### config.mk
export PLATFORM = sky130hd
export DESIGN_NAME = fixed_point_amount_to_decimal_text
export DESIGN_NICKNAME = d
export VERILOG_FILES = /design/src/hdl/fpat_pkg.sv /design/src/hdl/fpat_seq.sv /design/src/hdl/fpat_dp.sv /design/src/hdl/fixed_point_amount_to_decimal_text.sv
export SDC_FILE = /design/constraint.sdc
export NUM_CORES = 1
export LEC_CHECK = 0
export BUFFER_PORTS_ARGS = -buffer_cell sky130_fd_sc_hd__buf_2
export CAP_MARGIN = 15
export CORE_ASPECT_RATIO = 1.75
export CORE_MARGIN = 5
export CORE_UTILIZATION = 60
export CTS_CLUSTER_SIZE = 30
export DETAILED_ROUTE_END_ITERATION = 6
export PLACE_DENSITY = 0.86
export SLEW_MARGIN = 20
export SYNTH_ARGS = -nofsm -noshare
export SYNTH_HDL_FRONTEND = slang
export SYNTH_HIERARCHICAL = 1
export SYNTH_SLANG_ARGS = --single-unit
### constraint.sdc
create_clock -name clk -period 10.3 [get_ports clk]
set_input_delay 1.545 -clock clk [delete_from_list [all_inputs] [get_ports clk]]
set_output_delay 1.545 -clock clk [all_outputs]
set_load 0.05 [all_outputs]
### src/hdl/fpat_pkg.sv
// Shared constants, control word types and microcode ROM for the amount-to-text converter.
package fpat_pkg;

    localparam int BCD_DIGITS = 21;
    localparam int BCD_W      = 4 * BCD_DIGITS;
    localparam int AMT_W      = 64;
    localparam int CNT_W      = $clog2(AMT_W);
    localparam int CHAR_W     = 6;
    localparam int STEP_W     = 3;

    localparam int FRAC_DIGITS_NORMAL = 8;
    localparam int FRAC_DIGITS_SIX    = 6;

    localparam logic [CNT_W-1:0] CNT_BITS_LAST  = CNT_W'(AMT_W - 1);
    localparam logic [CNT_W-1:0] CNT_INT_NORMAL = CNT_W'(BCD_DIGITS - FRAC_DIGITS_NORMAL - 1);
    localparam logic [CNT_W-1:0] CNT_INT_SIX    = CNT_W'(BCD_DIGITS - FRAC_DIGITS_SIX - 1);

    localparam logic [CHAR_W-1:0] CHAR_ZERO = CHAR_W'(8'h30);
    localparam logic [CHAR_W-1:0] CHAR_DOT  = CHAR_W'(8'h2E);

    localparam logic [STEP_W-1:0] STEP_IDLE   = 3'd0;
    localparam logic [STEP_W-1:0] STEP_DABBLE = 3'd1;
    localparam logic [STEP_W-1:0] STEP_INT    = 3'd2;
    localparam logic [STEP_W-1:0] STEP_BRANCH = 3'd3;
    localparam logic [STEP_W-1:0] STEP_DOT    = 3'd4;
    localparam logic [STEP_W-1:0] STEP_FRAC   = 3'd5;

    typedef enum logic [2:0] {
        OP_LOAD,
        OP_DABBLE,
        OP_INT,
        OP_NONE,
        OP_DOT,
        OP_FRAC
    } dp_op_t;

    typedef enum logic [2:0] {
        COND_ALWAYS,
        COND_IN_ACC,
        COND_CNT_ZERO,
        COND_REST_ZERO,
        COND_REST_AFTER_ZERO
    } jmp_cond_t;

    typedef struct packed {
        dp_op_t             op;
        jmp_cond_t          cond;
        logic [STEP_W-1:0]  target_true;
        logic [STEP_W-1:0]  target_false;
    } ctrl_word_t;

    typedef struct packed {
        logic in_acc;
        logic cnt_zero;
        logic rest_zero;
        logic rest_after_zero;
        logic hold;
    } dp_status_t;

    function automatic ctrl_word_t ucode_rom(input logic [STEP_W-1:0] step);
        ctrl_word_t w;
        unique case (step)
            STEP_IDLE:   w = '{OP_LOAD,   COND_IN_ACC,          STEP_DABBLE, STEP_IDLE};
            STEP_DABBLE: w = '{OP_DABBLE, COND_CNT_ZERO,        STEP_INT,    STEP_DABBLE};
            STEP_INT:    w = '{OP_INT,    COND_CNT_ZERO,        STEP_BRANCH, STEP_INT};
            STEP_BRANCH: w = '{OP_NONE,   COND_REST_ZERO,       STEP_IDLE,   STEP_DOT};
            STEP_DOT:    w = '{OP_DOT,    COND_ALWAYS,          STEP_FRAC,   STEP_FRAC};
            STEP_FRAC:   w = '{OP_FRAC,   COND_REST_AFTER_ZERO, STEP_IDLE,   STEP_FRAC};
            default:     w = '{OP_NONE,   COND_ALWAYS,          STEP_IDLE,   STEP_IDLE};
        endcase
        return w;
    endfunction

endpackage

### src/hdl/fpat_seq.sv
// Microcode sequencer: step counter, ROM fetch and conditional jumps.
module fpat_seq (
    input  logic                  clk,
    input  logic                  rst_n,
    input  fpat_pkg::dp_status_t  status,
    output fpat_pkg::ctrl_word_t  ctrl
);

    logic [fpat_pkg::STEP_W-1:0] step_reg;
    logic [fpat_pkg::STEP_W-1:0] step_next;
    logic                        cond_hit;

    assign ctrl = fpat_pkg::ucode_rom(step_reg);

    always_comb
    begin
        unique case (ctrl.cond)
            fpat_pkg::COND_ALWAYS:          cond_hit = 1'b1;
            fpat_pkg::COND_IN_ACC:          cond_hit = status.in_acc;
            fpat_pkg::COND_CNT_ZERO:        cond_hit = status.cnt_zero;
            fpat_pkg::COND_REST_ZERO:       cond_hit = status.rest_zero;
            fpat_pkg::COND_REST_AFTER_ZERO: cond_hit = status.rest_after_zero;
            default:                        cond_hit = 1'b1;
        endcase
        if (status.hold)
        begin
            step_next = step_reg;
        end
        else
        begin
            step_next = cond_hit ? ctrl.target_true : ctrl.target_false;
        end
    end

    always_ff @(posedge clk or negedge rst_n)
    begin
        if (!rst_n)
        begin
            step_reg <= fpat_pkg::STEP_IDLE;
        end
        else
        begin
            step_reg <= step_next;
        end
    end

endmodule

### src/hdl/fpat_dp.sv
// Datapath: amount shifter, BCD digit register with add-3, digit scan and output register.
module fpat_dp (
    input  logic                          clk,
    input  logic                          rst_n,
    input  fpat_pkg::ctrl_word_t          ctrl,
    output fpat_pkg::dp_status_t          status,
    input  logic                          cfg_write_en,
    input  logic                          cfg_write_data,
    input  logic                          in_valid,
    output logic                          in_stall,
    input  logic [fpat_pkg::AMT_W-1:0]    amount,
    output logic                          out_valid,
    input  logic                          out_stall,
    output logic [fpat_pkg::CHAR_W-1:0]   text_char,
    output logic                          last_char
);

    logic                          six_decimal_mode_reg;
    logic [fpat_pkg::AMT_W-1:0]    bin_reg;
    logic [fpat_pkg::AMT_W-1:0]    bin_next;
    logic [fpat_pkg::BCD_W-1:0]    bcd_reg;
    logic [fpat_pkg::BCD_W-1:0]    bcd_next;
    logic [fpat_pkg::BCD_W-1:0]    bcd_add3;
    logic [fpat_pkg::CNT_W-1:0]    cnt_reg;
    logic [fpat_pkg::CNT_W-1:0]    cnt_next;
    logic [fpat_pkg::CNT_W-1:0]    int_last;
    logic                          seen_reg;
    logic                          seen_next;
    logic                          out_valid_reg;
    logic                          out_valid_next;
    logic [fpat_pkg::CHAR_W-1:0]   text_char_reg;
    logic [fpat_pkg::CHAR_W-1:0]   text_char_next;
    logic                          last_char_reg;
    logic                          last_char_next;
    logic [3:0]                    top_digit;
    logic [fpat_pkg::CHAR_W-1:0]   digit_char;
    logic                          emit_step;
    logic                          hold;
    logic                          in_acc;
    logic                          out_load;
    logic                          rest_zero;
    logic                          rest_after_zero;
    logic                          cnt_zero;

    assign int_last        = six_decimal_mode_reg ? fpat_pkg::CNT_INT_SIX
                                                  : fpat_pkg::CNT_INT_NORMAL;
    assign top_digit       = bcd_reg[fpat_pkg::BCD_W-1 -: 4];
    assign digit_char      = fpat_pkg::CHAR_ZERO + fpat_pkg::CHAR_W'(top_digit);
    assign rest_zero       = (bcd_reg == '0);
    assign rest_after_zero = (bcd_reg[fpat_pkg::BCD_W-5:0] == '0);
    assign cnt_zero        = (cnt_reg == '0);

    assign emit_step = (ctrl.op == fpat_pkg::OP_INT) || (ctrl.op == fpat_pkg::OP_DOT)
                    || (ctrl.op == fpat_pkg::OP_FRAC);
    assign hold      = emit_step && out_valid_reg && out_stall;
    assign in_stall  = (ctrl.op != fpat_pkg::OP_LOAD);
    assign in_acc    = in_valid && !in_stall;

    assign status = '{in_acc:          in_acc,
                      cnt_zero:        cnt_zero,
                      rest_zero:       rest_zero,
                      rest_after_zero: rest_after_zero,
                      hold:            hold};

    // add 3 to every digit of 5 or more before the shift
    always_comb
    begin
        for (int i = 0; i < fpat_pkg::BCD_DIGITS; i++)
        begin
            bcd_add3[4*i +: 4] = (bcd_reg[4*i +: 4] >= 4'd5) ? bcd_reg[4*i +: 4] + 4'd3
                                                            : bcd_reg[4*i +: 4];
        end
    end

    always_comb
    begin
        bin_next       = bin_reg;
        bcd_next       = bcd_reg;
        cnt_next       = cnt_reg;
        seen_next      = seen_reg;
        out_load       = 1'b0;
        text_char_next = text_char_reg;
        last_char_next = last_char_reg;

        if (!hold)
        begin
            unique case (ctrl.op)
                fpat_pkg::OP_LOAD:
                begin
                    if (in_acc)
                    begin
                        bin_next  = amount;
                        bcd_next  = '0;
                        cnt_next  = fpat_pkg::CNT_BITS_LAST;
                        seen_next = 1'b0;
                    end
                end
                fpat_pkg::OP_DABBLE:
                begin
                    bcd_next = {bcd_add3[fpat_pkg::BCD_W-2:0], bin_reg[fpat_pkg::AMT_W-1]};
                    bin_next = {bin_reg[fpat_pkg::AMT_W-2:0], 1'b0};
                    cnt_next = cnt_zero ? int_last : cnt_reg - 1'b1;
                end
                fpat_pkg::OP_INT:
                begin
                    // leading zeros dropped; the units digit always goes out
                    if (seen_reg || (top_digit != 4'd0) || cnt_zero)
                    begin
                        out_load       = 1'b1;
                        text_char_next = digit_char;
                        last_char_next = cnt_zero && rest_after_zero;
                    end
                    seen_next = seen_reg || (top_digit != 4'd0);
                    bcd_next  = {bcd_reg[fpat_pkg::BCD_W-5:0], 4'd0};
                    if (!cnt_zero)
                    begin
                        cnt_next = cnt_reg - 1'b1;
                    end
                end
                fpat_pkg::OP_DOT:
                begin
                    out_load       = 1'b1;
                    text_char_next = fpat_pkg::CHAR_DOT;
                    last_char_next = 1'b0;
                end
                fpat_pkg::OP_FRAC:
                begin
                    // zeros shift in from below, so an empty tail means trailing zeros
                    out_load       = 1'b1;
                    text_char_next = digit_char;
                    last_char_next = rest_after_zero;
                    bcd_next       = {bcd_reg[fpat_pkg::BCD_W-5:0], 4'd0};
                end
                fpat_pkg::OP_NONE:
                begin
                end
                default:
                begin
                end
            endcase
        end

        if (out_load)
        begin
            out_valid_next = 1'b1;
        end
        else if (!out_stall)
        begin
            out_valid_next = 1'b0;
        end
        else
        begin
            out_valid_next = out_valid_reg;
        end
    end

    always_ff @(posedge clk or negedge rst_n)
    begin
        if (!rst_n)
        begin
            six_decimal_mode_reg <= 1'b0;
            out_valid_reg        <= 1'b0;
            seen_reg             <= 1'b0;
            cnt_reg              <= '0;
        end
        else
        begin
            if (cfg_write_en)
            begin
                six_decimal_mode_reg <= cfg_write_data;
            end
            out_valid_reg <= out_valid_next;
            seen_reg      <= seen_next;
            cnt_reg       <= cnt_next;
        end
    end

    always_ff @(posedge clk)
    begin
        bin_reg       <= bin_next;
        bcd_reg       <= bcd_next;
        text_char_reg <= text_char_next;
        last_char_reg <= last_char_next;
    end

    assign out_valid = out_valid_reg;
    assign text_char = text_char_reg;
    assign last_char = last_char_reg;

    a_hold_freezes_digits: assert property (@(posedge clk) disable iff (!rst_n)
        hold |=> $stable(bcd_reg) && $stable(cnt_reg))
        else $error("digit register moved while output was blocked");

    a_int_count_loaded: assert property (@(posedge clk) disable iff (!rst_n)
        (ctrl.op == fpat_pkg::OP_DABBLE) && cnt_zero |=> cnt_reg == $past(int_last))
        else $error("integer digit count not loaded after conversion");

    a_units_digit_sent: assert property (@(posedge clk) disable iff (!rst_n)
        (ctrl.op == fpat_pkg::OP_INT) && !hold && cnt_zero
        |=> out_valid_reg && (text_char_reg != fpat_pkg::CHAR_DOT))
        else $error("units digit not sent");

    a_dot_not_last: assert property (@(posedge clk) disable iff (!rst_n)
        out_valid_reg && (text_char_reg == fpat_pkg::CHAR_DOT) |-> !last_char_reg)
        else $error("decimal point flagged as last character");

endmodule

### src/hdl/fixed_point_amount_to_decimal_text.sv
// Steps: load, shift-add-3 conversion of all 64 amount bits at one bit per cycle, then the scan
// of the integer digit positions (13 or 15), a branch step, and the '.' and fractional digits sent.
// The scan takes one digit position per cycle unless an output stall holds it; the next amount
// is taken only once the sequencer is back in idle after the last character of the previous one.
// Output stalls hold the sequencer only on character steps.
// Reset (rst_n low, asynchronous): sequencer idle, no result pending, eight fractional digits.
module fixed_point_amount_to_decimal_text (
    input  logic                          clk,
    input  logic                          rst_n,
    input  logic                          cfg_write_en,
    input  logic                          cfg_write_data,
    input  logic                          in_valid,
    output logic                          in_stall,
    input  logic [fpat_pkg::AMT_W-1:0]    amount,
    output logic                          out_valid,
    input  logic                          out_stall,
    output logic [fpat_pkg::CHAR_W-1:0]   text_char,
    output logic                          last_char
);

    fpat_pkg::ctrl_word_t ctrl;
    fpat_pkg::dp_status_t status;

    fpat_seq u_seq (
        .clk    (clk),
        .rst_n  (rst_n),
        .status (status),
        .ctrl   (ctrl)
    );

    fpat_dp u_dp (
        .clk            (clk),
        .rst_n          (rst_n),
        .ctrl           (ctrl),
        .status         (status),
        .cfg_write_en   (cfg_write_en),
        .cfg_write_data (cfg_write_data),
        .in_valid       (in_valid),
        .in_stall       (in_stall),
        .amount         (amount),
        .out_valid      (out_valid),
        .out_stall      (out_stall),
        .text_char      (text_char),
        .last_char      (last_char)
    );

endmodule

# Yosys cells after proc, flatten, opt, wreduce, memory -nomap -nowiden
# Cells that the tools add are included.
# W data, S select, Z words.
# totals
word_cells	143
register_bits	167
# op_classes
bitwise	1
muxes	44
reduce_logical	28
eq_ne	17
order_cmp	21
addsub	23
# ops
cell	n
$pmux W84 S3	1
$pmux W64 S2	1
$ge A4 B3 Y1 const B	21
$logic_not A84 Y1	1
$mux W84	1
$add A4 B2 Y4 const B	20
$logic_not A80 Y1	1
$mux W4	20
$pmux W12 S6	1
$mux W64	1
$pmux W6 S3	2
$mux W6	4
$eq A3 B2 Y1 const B	5
$eq A3 B3 Y1 const B	5
$reduce_and A3 Y1	4
$reduce_bool A3 Y1	4
$eq A3 B1 Y1 const B	3
$add A5 B5 Y6 const A	1
$logic_not A3 Y1	2
$logic_not A6 Y1	1
$mux W1	6
$mux W3	2
$sub A6 B1 Y6 const B	1
$logic_and A1 B1 Y1	4
14 further kinds	22

# Logic depth before layout (Yosys ltp)
# Gate-level depths: netlist (run 1).
# depth
depth_word	9
mapped_depth	11
depth_no_buf	8

# By module
# Netlist (run 1), hierarchy kept.
# by_module_without_submodules
mod	seq_area_each_um2	area_per_inst_um2	cells_each	n_inst
fpat_dp	4849.7	9380.2	928	1
fpat_seq	75.1	304.0	39	1

# Worst setup path after synthesis (run 1)
# No wires, ideal clock.
# synth_path
kind	input-to-reg
from	input in_valid
to	register u_dp/bcd_reg[0] in the netlist's numbering (enable)
setup_slack_ns	2.024
arrival_ns	7.634
cell_stages	3
cell_sequence	inv_1 -> a2bb2oi_1 -> o21ai_0
# synth_via
elab_chain_len	3
# synth_rtl
element	line	text
from (decl)	fixed_point_amount_to_decimal_text.sv:12	input logic in_valid,
$logic_and A1 B1 Y1	fpat_dp.sv:57	assign in_acc = in_valid && !in_stall;
$ne A2 B1 Y1 (no source line)	n/a	
$reduce_and A3 Y1 (no source line)	n/a	
to (signal assigned)	fpat_dp.sv:181	bcd_reg <= bcd_next;
to (decl)	fpat_dp.sv:21	logic [fpat_pkg::BCD_W-1:0] bcd_reg;
# Every way passes these cells.
# A chain may end at the register's enable or synchronous reset.

==> results.tsv, run 1 <==
stage	metric	value	unit
worst_setup_path	CP required	8.76	ns
global_routing	vias in the first global route	7106	
global_routing	global-route congestion overflow total	0	
timing	max-slew violations	0	
timing	Final min period	3.70	ns
clocking	Hold-fix buffers, CTS	0	
worst_setup_path	CP Max Fanout	20	
clocking	H-tree depth	4	
clocking	CTS Root Cell	clkbuf_16	
clocking	clock tree buffer depth	2	
route	remaining antenna violation count	0	
place	HPWL Detailed	13500	um
pwr	maximum VDD drop	135	uV
timing	pin slew with the least headroom to its limit	1.12	ns
timing	Fin. Hold Viols	0	
pwr	Lkg Pwr	0.00445	uW
global_routing	gr usage total	0.217	
worst_setup_path	Critical Path End Type	primary output	
timing	final worst slack	6.60	ns
place	IO Port Bufs	77	
yosys	cell count after synthesis	957	
clocking	Num CTS Buffers	17	
route	DR vias/cell	5.89	
timing	Slew headroom	0.256	
route	DRC	0	
route	vias	7152	
cells_and_area	diodes inserted	0	
die	Initial Utilization	0.607	
pwr	pwr dens	145	nW/um2
route	wire length per cell	16.6	um
cells_and_area	share of cells above drive strength 1	0.127	
worst_hold_path	Min-Delay Path Class	flip-flop to flip-flop	
place	worst slack at placement	6.98	ns
die	Die H	178	um
yosys	Post-Syn Area	9630	um2
clocking	CTS Sinks	166	
cells_and_area	nets	1146	
timing	RSZ-0062 raised after global routing	false	
die	# IOs	79	
route	drt pass-1 iters	5	
timing	final setup TNS	0	ns
clocking	number of setup buffers added after CTS	0	
yosys	Syn Nets	1091	
timing	fmax	0.270	GHz
worst_setup_path	worst-path cell chain	and2b_2, or3_1, buf_2	
global_routing	largest net degree at the start of global routing	90	
worst_setup_path	Worst EP arrival	2.16	ns
place	gpl congestion	0.860	
cells_and_area	Area Growth Syn to Fin	10.4	%
worst_setup_path	crit-path max cell delay	0.70	ns
job	Max Cap Violations	0	
die	Die Wd	106	um
die	core area	15900	um2
clocking	CTS tree	yes	
timing	period utilisation layout	0.359	
global_routing	first-pass GRT wire length	33000	um
clocking	post_cts resized	0	
timing	Final setup viols	0	
die	num rows	61	
worst_setup_path	Worst Setup Start Kind	flip-flop	
route	Total Routed Length	20200	um
yosys	Synth Warn #	6	
cells_and_area	max reg flops	84	
worst_setup_path	Slowest cell on crit path	dfrtp_1	
yosys	Post-Syn Area per Cell	10.1	um2
die	Die ar.	18800	um2
clocking	Worst-Skew Late Latency	0.43	ns
outcome	outcome	complete, no violations	
timing	clock skew	0.00954	ns
clocking	CTS clk-pin slew, worst paths	0.06	ns
global_routing	initial antenna violation count	0	
route	iteration-0 DRC count of the detailed router	601	
worst_setup_path	Setup Crit Path Kind	flip-flop to primary output	
critical path, delay by kind of cell (launching register included):
kind | cells | cell delay, ns
AND/OR/NAND/NOR | 2 | 0.79
flip-flops | 1 | 0.70
buffers and inverters | 1 | 0.24
per-layer routing:
layer / vias to the layer above / track usage / share of wire
met5: - / 0 / 0
met3: 44 / 0.0346 / 0.052
met2: 251 / 0.396 / 0.54
met4: 0 / 0.103 / 0.035
met1: 3394 / 0.246 / 0.37
li1: 3463 / - / -
per-stage QoR:
step | hold WS (ns) | instance area [um2] | cells | util | power (uW)
after floorplan | 0.481 | 9630 | 957 | - | 886
after CTS | 0.514 | 10600 | 1214 | 0.670 | 1550
after global placement | 0.486 | 10100 | 1182 | 0.634 | 920
after detailed placement | 0.498 | 10100 | 1182 | 0.634 | 928
after global routing | 0.531 | 10600 | 1214 | 0.670 | 1600
final | 0.510 | 10600 | 1214 | 0.670 | 1550
area by class of cell:
type | count | area (um2)
inverter | 56 | 210
timing repair buffer | 82 | 423
clock buffer | 18 | 429
fill | 1167 | 5240
tap | 189 | 236
multi-input combinational | 689 | 4270
clock inverter | 14 | 146
sequential | 166 | 4920
where the power goes:
part	leakage (uW)	internal, uW	total, uW	switching (uW)
combinational	0.00259	57.5	131	73.2
clock	0.000277	358	629	270
sequential	0.00159	761	786	24.7
final timing paths:
kind                                               start                            end  slack (ns)  depth (start not counted)
setup / recovery           u_seq/step_reg[1]$_DFFE_PN0N_                       in_stall        6.60                          3
hold / removal                u_dp/bin_reg[50]$_DFFE_PP_     u_dp/bin_reg[51]$_DFFE_PP_        0.51                          2
setup reg to reg           u_seq/step_reg[1]$_DFFE_PN0N_    u_dp/cnt_reg[4]$_DFFE_PN0P_        7.21                          6
hold reg to reg               u_dp/bin_reg[50]$_DFFE_PP_     u_dp/bin_reg[51]$_DFFE_PP_        0.51                          2
max in group asynchronous                          rst_n  u_seq/step_reg[1]$_DFFE_PN0N_        9.07                          1
min in group asynchronous                          rst_n    u_dp/cnt_reg[0]$_DFFE_PN0P_        0.99                          1
layout by cell type (no fill, tap or decap), types with 14 or more instances in the layout:
cell type / instances
buf_2: 77
ha_1: 64
o21ai_0: 72
nand2b_1: 24
xnor2_1: 22
clkbuf_16: 17
a22o_1: 20
edfxtp_1: 154
mux2i_1: 20
nor3b_1: 32
nor2_1: 14
nand2_1: 260
inv_1: 55
a21oi_1: 64
No activity file was read; power rests on OpenSTA's default activity.
==> run 2: changes to the inputs <==
--- a/config.mk
+++ b/config.mk
@@ -5,14 +5,15 @@
 export SDC_FILE = /design/constraint.sdc
 export NUM_CORES = 1
 export LEC_CHECK = 0
+export ABC_AREA = 1
 export BUFFER_PORTS_ARGS = -buffer_cell sky130_fd_sc_hd__buf_2
 export CAP_MARGIN = 15
 export CORE_ASPECT_RATIO = 1.75
 export CORE_MARGIN = 5
-export CORE_UTILIZATION = 60
+export CORE_UTILIZATION = 55
 export CTS_CLUSTER_SIZE = 30
 export DETAILED_ROUTE_END_ITERATION = 6
-export PLACE_DENSITY = 0.86
+export PLACE_DENSITY = 0.83
 export SLEW_MARGIN = 20
 export SYNTH_ARGS = -nofsm -noshare
 export SYNTH_HDL_FRONTEND = slang
==> constraint.sdc (replaced) <==
create_clock -name clk -period 3.2 [get_ports clk]
set_input_delay 0.48 -clock clk [delete_from_list [all_inputs] [get_ports clk]]
set_output_delay 0.48 -clock clk [all_outputs]
set_load 0.05 [all_outputs]
==> run 2 against run 1 <==
Against the previous run: flip-flop and latch count did not move; via count increased by 9.5%; hold slack lost 0.24 ns.
==> results.tsv, run 2 <==
stage	metric	value	unit
route	vias	7829	
cells_and_area	max reg flops	84	
die	Die H	188	um
die	# IOs	79	
route	wire length per cell	14.4	um
cells_and_area	share of cells above drive strength 1	0.131	
clocking	H-tree depth	4	
worst_setup_path	Slowest cell on crit path	dfrtp_1	
worst_setup_path	Critical Path End Type	flip-flop	
timing	RSZ-0062 raised after global routing	false	
route	DR vias/cell	5.38	
worst_hold_path	Hold Path Sink	u_dp/six_decimal_mode_reg$_DFFE_PN0P_	
clocking	CTS tree	yes	
cells_and_area	most frequent cells in the layout	nand2_1, edfxtp_1, inv_1	
worst_hold_path	Min-Delay Path Class	input port to flip-flop	
timing	period utilisation layout	0.839	
place	gpl congestion	0.870	
job	Max Cap Violations	0	
die	Die Wd	111	um
place	IO Port Bufs	77	
worst_setup_path	Worst Setup Start Kind	flip-flop	
global_routing	gr usage total	0.198	
yosys	cell count after synthesis	1141	
die	Die ar.	20900	um2
cells_and_area	nets	1341	
route	drt pass-1 iters	6	
worst_setup_path	CP Buf/Inv Count	2	
cells_and_area	diodes inserted	0	
clocking	CTS Sinks	166	
global_routing	global-route congestion overflow total	0	
die	num rows	65	
worst_setup_path	worst reg-to-reg setup slack	0.52	ns
timing	clock skew	0.00773	ns
place	dpl cell area	10400	um2
global_routing	initial antenna violation count	0	
worst_setup_path	worst-path cell chain	nor2_2, nor2_1, nor2_2, nand2_2, nand2_1, nand2_1, nand3_1, and2_1, clkinvlp_4, buf_12	
timing	final setup TNS	0	ns
cells_and_area	final instance area	11100	um2
route	Total Routed Length	20900	um
worst_setup_path	crit-path max cell delay	0.64	ns
place	HPWL Detailed	14400	um
worst_hold_path	hold_sp	cfg_write_en	
worst_setup_path	Worst EP arrival	2.76	ns
worst_setup_path	R2R depth	10	
timing	pin slew with the least headroom to its limit	0.518	ns
yosys	Post-Syn Area per Cell	8.68	um2
yosys	Post-Syn Area	9900	um2
clocking	Worst-Skew Late Latency	0.43	ns
yosys	Syn Nets	1275	
global_routing	met2 Usage GRT	0.370	
clocking	CTS Root Cell	clkbuf_16	
global_routing	GRT met3 Usage	0.0297	
worst_setup_path	Setup Crit Path Kind	flip-flop to flip-flop	
global_routing	global routing's busiest layer	met2	
worst_setup_path	CP required	3.28	ns
worst_setup_path	CP Max Fanout	84	
worst_setup_path	worst setup path start	u_seq/step_reg[1]$_DFFE_PN0N_	
clocking	Num CTS Buffers	17	
route	DRC	0	
route	iteration-0 DRC count of the detailed router	606	
clocking	CTS clk-pin slew, worst paths	0.07	ns
yosys	Synth Warn #	6	
clocking	clock tree buffer depth	2	
worst_setup_path	FF-to-FF Start	u_seq/step_reg[1]$_DFFE_PN0N_	
timing	Final setup viols	0	
global_routing	largest net degree at the start of global routing	85	
global_routing	GRT met1 Usage	0.216	
global_routing	first-pass GRT wire length	34200	um
cells_and_area	most common cell after layout, fill and taps aside	nand2_1	
timing	Final min period	2.68	ns
route	remaining antenna violation count	0	
outcome	outcome	complete, no violations	
die	Initial Utilization	0.553	
die	core area	17900	um2
worst_setup_path	worst reg2reg endpoint	u_dp/bcd_reg[28]$_DFFE_PP_	
cells_and_area	Area Growth Syn to Fin	11.7	%
clocking	number of setup buffers added after CTS	0	
timing	Fin. Hold Viols	0	
worst_setup_path	family with the most delay on the worst path	simple AND/OR/NAND/NOR gates	
worst_hold_path	hold path depth	2	
cells_and_area	Final Util	0.618	
timing	fmax	0.373	GHz
timing	max-slew violations	0	
timing	Slew headroom	0.655	
global_routing	vias in the first global route	7633	
-- run 2: repair_timing --
item	4_1_cts	5_1_grt
gates resized for setup	0	0
hold buffers	1	0
hold endpoints to repair	12	0
-- run 2: area by class of cell --
| cell class | count | area [um2] |
|---|---|---|
| Fill cell | 1489 | 6830 |
| Multi-Input combinational cell | 784 | 4130 |
| Sequential cell | 166 | 4920 |
| Clock inverter | 15 | 186 |
| Tap cell | 234 | 293 |
| Timing Repair Buffer | 86 | 531 |
| Inverter | 152 | 576 |
| Clock buffer | 17 | 425 |
-- run 2: worst max-delay path by stage --
stage | to | slack (ns) | cells past startpoint
floorplan | u_dp/bin_reg[0]$_SDFFCE_PP0P_ | 0.10 | 8
global placement | u_dp/bcd_reg[25]$_DFFE_PP_ | 0.65 | 10
detailed placement | u_dp/bcd_reg[29]$_DFFE_PP_ | 0.55 | 10
CTS | u_dp/bcd_reg[25]$_DFFE_PP_ | 0.53 | 10
global route | u_dp/bcd_reg[24]$_DFFE_PP_ | 0.32 | 10
finish | u_dp/bcd_reg[28]$_DFFE_PP_ | 0.52 | 10
-- run 2: metal layers --
metal  share of wire  vias up
met2            0.54      266
met1            0.37     3627
met4           0.034        0
met3           0.048       51
li1                -     3885
met5               0        -
-- run 2: through the flow --
stage               hold WS (ns)  std cells  setup WS (ns)
finish                     0.271       1454          0.516
global route               0.279       1454          0.321
CTS                        0.258       1454          0.526
detailed placement         0.384       1421          0.555
global placement           0.388       1421          0.654
floorplan                  0.184       1141          0.100
Power of run 2 is not shown: default switching activity piles up to over one toggle a cycle in this logic, so the estimate is an artifact.
